<file path="config.mk">
export PLATFORM = sky130hd
export DESIGN_NAME = sawbc_lookup
export DESIGN_NICKNAME = d
export VERILOG_FILES = /design/src/hw/rtl/sawbc_pkg.sv /design/src/hw/rtl/sawbc_lookup.sv
export SDC_FILE = /design/constraint.sdc
export NUM_CORES = 1
export LEC_CHECK = 0
export BUFFER_PORTS_ARGS = -buffer_cell sky130_fd_sc_hd__buf_2
export CORE_UTILIZATION = 38
export DETAILED_ROUTE_END_ITERATION = 8
export GPL_TIMING_DRIVEN = 0
export PLACE_DENSITY = 0.82
export RECOVER_POWER = 25
export SLEW_MARGIN = 20
export SYNTH_ARGS = -nofsm -noshare
export SYNTH_HDL_FRONTEND = slang
export SYNTH_SLANG_ARGS = --single-unit
</file>
<file path="constraint.sdc">
create_clock -name vclk -period 2.84
set_input_delay 0.284 -clock vclk [all_inputs]
set_output_delay 0.284 -clock vclk [all_outputs]
set_load 0.005 [all_outputs]
</file>
<file path="src/hw/rtl/sawbc_pkg.sv">
// shared constants and the controller state type of the cache tag store
// no dependencies
`timescale 1ns / 1ps

package sawbc_pkg;

  localparam int ADDR_W     = 32;
  localparam int WAYS_REG_W = 3;
  localparam int OUT_WAY_W  = 2;

  localparam logic [WAYS_REG_W-1:0] WAYS_RESET = 3'd4;

  typedef enum logic [2:0] {
    S_CLEAR = 3'b001,
    S_IDLE  = 3'b010,
    S_LOOK  = 3'b100
  } state_t;

endpackage

</file>
<file path="src/hw/rtl/sawbc_lookup.sv">
// tag compare, victim choice and row update for one set of the tag store
// depends on sawbc_pkg
`timescale 1ns / 1ps

module sawbc_lookup
  import sawbc_pkg::*;
#(
  parameter int TAG_W = 21,
  parameter int WAYS  = 4,
  parameter int WAY_W = 2,
  parameter int CNT_W = 3
) (
  input  logic [WAYS_REG_W-1:0]      ways_cfg,
  input  logic                       cmd,
  input  logic [TAG_W-1:0]           tag,
  input  logic [WAYS-1:0][TAG_W-1:0] rd_tag,
  input  logic [WAYS-1:0]            rd_vld,
  input  logic [WAYS-1:0]            rd_dty,
  input  logic [WAY_W-1:0]           rd_vic,
  output logic                       hit,
  output logic                       evict,
  output logic [WAY_W-1:0]           way,
  output logic [WAY_W-1:0]           next_vic,
  output logic [WAYS-1:0][TAG_W-1:0] wr_tag,
  output logic [WAYS-1:0]            wr_vld,
  output logic [WAYS-1:0]            wr_dty
);

  logic [CNT_W-1:0] n;
  logic [WAYS-1:0]  match;
  logic [WAY_W-1:0] hit_way;
  logic [WAY_W-1:0] victim;

  // effective way count: zero acts as one, clamp at WAYS
  always_comb begin
    if (ways_cfg == '0) begin
      n = CNT_W'(1);
    end else if (int'(ways_cfg) > WAYS) begin
      n = CNT_W'(WAYS);
    end else begin
      n = CNT_W'(ways_cfg);
    end
  end

  always_comb begin
    for (int w = 0; w < WAYS; w++) begin
      match[w] = (w < int'(n)) && rd_vld[w] && (rd_tag[w] == tag);
    end
  end

  // lowest matching way wins
  always_comb begin
    hit_way = '0;
    for (int w = WAYS - 1; w >= 0; w--) begin
      if (match[w]) begin
        hit_way = WAY_W'(w);
      end
    end
  end

  assign hit = |match;

  // stale pointer after the way count was lowered falls back to way 0
  assign victim = (int'(rd_vic) >= int'(n)) ? '0 : rd_vic;
  assign way    = hit ? hit_way : victim;
  assign evict  = !hit && rd_vld[victim] && rd_dty[victim];

  assign next_vic = (int'(way) + 1 == int'(n)) ? '0 : WAY_W'(int'(way) + 1);

  always_comb begin
    wr_tag = rd_tag;
    wr_vld = rd_vld;
    wr_dty = rd_dty;
    if (hit) begin
      if (cmd) begin
        wr_dty[hit_way] = 1'b1;
      end
    end else begin
      wr_tag[victim] = tag;
      wr_vld[victim] = 1'b1;
      wr_dty[victim] = cmd;
    end
  end

endmodule

</file>
==> flow_summary.ini <==
[run_status]
outcome = complete, but fails checks
violations = setup timing

[synth]
syn_area_sq_um = 2750
synth.distinct_cells = 41
yosysTopAreaCell = mux2_2
ys_seq_area_frac = 0
synth_top_area_frac = 0.250
synth_area_leaders = mux2_2 25%, xor2_1 18%, mux2_1 9.4%
syn_area_per_cell_sq_um = 8.18
synth.net_count = 458
yosysWarnings = 0
synthCells = 336

[grt]
grt_max_degree = 11
grt_pass1_wl_um = 19900
grt_usage = 0.346
grt_pass1_vias = 3804
antenna_found_initial = 0
grt.overflow.total = 0

[setup_path]
required_ps = 2560
critPathMaxFanout = 8
worst-setup-path-type = in2out
crit_end = next_vic[1]
cpMaxStageDelayCell = or3_4
crit_top_cell = or3_4
cp.arrival_ps = 2780
crit_start = tag[18]
start_kind = input port
cp_cell_sequence = buf_6 > xor2_1 > nor4_1 > nand4_1 > or3_4 > a21boi_4 > o21a_4 > ha_4 > or3_4 > nor2_1 > a211oi_2 > buf_2
cp-end-kind = output pin
slowest_delay_ps = 380

[power_and_ir_drop]
seq_power_share = 0
ir_drop_mv = 0.136
p_leak_nw = 2.38
p_int_mw = 0.557
combPwrFrac = 1.000
p_sw_frac = 0.460
power_frac_clock = 0
p_sw_mw = 0.475
power_density_nw_per_um2 = 197
power_mw = 1.03

[sta]
relSlewSlack = 0.700
rsz0062_at_grt = yes
finalMaxSlewViolations = 0
fin_ws_ps = -226
setup_viol_count_final = 92
worst_pin_slew_ps = 446
period_minus_slack_ps = 3070
setup_tns_ps = -14000
hold_slack_ps = 853
hold_viol_final = 0
min_period_over_period = 1.08
fmax_mhz = 326

[cells_and_area]
syn2layout_area_growth_pct = 90.1
drive_gt1_frac = 0.713
utilization = 0.757
layout.sequential_cells = 0
final_common_cell = buf_2
final_cell_mix = 151 x buf_2, 69 x buf_6, 54 x mux2_2
final_nets = 685
clkbuf_count = 0
fin_cells = 657
register_area_sq_um = 0
num_antenna_cells = 0

[die]
num_rows = 30
die_w_um = 87.1
num_io_pins = 217
core_sq_um = 6910
die_y_um = 87.1
start_util = 0.398
die-area_sq_um = 7580

[cts]
cts_hold_buf = 0

[place]
dp_cells = 627
dp_hpwl_um = 9800
place_congestion = 0.935
port_buffers = 195

[drt]
drt_iter0_drc = 205
dr.pass1.iters = 4
wirelength_um = 15200
vias = 3937
ant_nets = 0
via_per_inst = 5.99
wl_per_cell_um = 23.1
drc = 0

[worst_hold_path]
worstHoldPathType = in2out

[job]
maxCapViolCount = 0
-- worst max-delay path: cells and delay by family --
kind / cells / cell delay, ps
AND/OR/NAND/NOR: 5 / 1400
AO/OA/AOI/OAI: 3 / 480
buffers and inverters: 2 / 270
XOR/XNOR: 1 / 190
adder cells (fa/ha/maj): 1 / 160
-- power groups by stage --
stage / logic (mW) / clock network (mW) / registers (mW)
after floorplan: 0.397 / 0 / 0
after global placement: 0.675 / 0 / 0
after detailed placement: 0.689 / 0 / 0
after CTS: 0.882 / 0 / 0
after global routing: 1.08 / 0 / 0
final: 1.03 / 0 / 0
-- routing by layer --
metal,share of wire,GRT usage,wire length (um),vias up
met1,0.36,0.399,5540,1918
met3,0.074,0.0578,1130,63
met2,0.52,0.631,7850,297
met5,0,0,0,-
met4,0.045,0.135,679,0
li1,-,-,-,1659
-- how the worst min path moves through the flow --
stage | depth (start not counted) | slack, ps | to | start
2_1_floorplan | 1 | 660 | wr_vld[1] | rd_vld[1]
3_3_place_gp | 3 | 850 | wr_vld[1] | rd_vld[1]
3_5_place_dp | 3 | 850 | wr_vld[3] | rd_vld[3]
4_1_cts | 3 | 860 | wr_vld[3] | rd_vld[3]
5_1_grt | 3 | 870 | wr_vld[3] | rd_vld[3]
6_report | 3 | 850 | wr_vld[3] | rd_vld[3]
-- cell usage after synthesis, drive strengths merged, types with 7 or more instances --
library cell	number
mux2	84
xor2	58
buf	33
xnor2	27
nor4	21
nand4	14
nand2	12
nor2	11
nor3	8
inv	7
or4	7
-- layout make-up --
class	instances	area, sq um
tap	96	120
fill	492	1680
multi-input combinational	295	3030
inverter	7	26.3
buffer	33	398
timing repair buffer	226	1650
-- timing repair --
item / CTS / global route
pin swaps: 32 / 27
setup endpoints to repair: 93 / 94
setup buffers: 17 / 10
resized for setup: 143 / 85
gates cloned: 8 / 0
-- per-stage QoR --
stage	area, sq um	worst slack [ps]
6_report	5230	-226
5_1_grt	5230	-307
4_1_cts	4710	-141
3_5_place_dp	3860	-575
3_3_place_gp	3860	-532
2_1_floorplan	2770	14.6
-- cells by family (layout without fill, tap and decap cells) --
kind of cell / Yosys count / count (layout) / share of synthesized area
and+or+nand+nor: 101 / 101 / 0.227
muxes: 84 / 84 / 0.344
xor gates and xnor gates: 85 / 85 / 0.271
AOI/OAI and AO/OA: 22 / 22 / 0.0555
buffers and inverters: 41 / 266 / 0.0896
adders and majority gates: 3 / 3 / 0.0137
(Power assumes the default switching activity.)
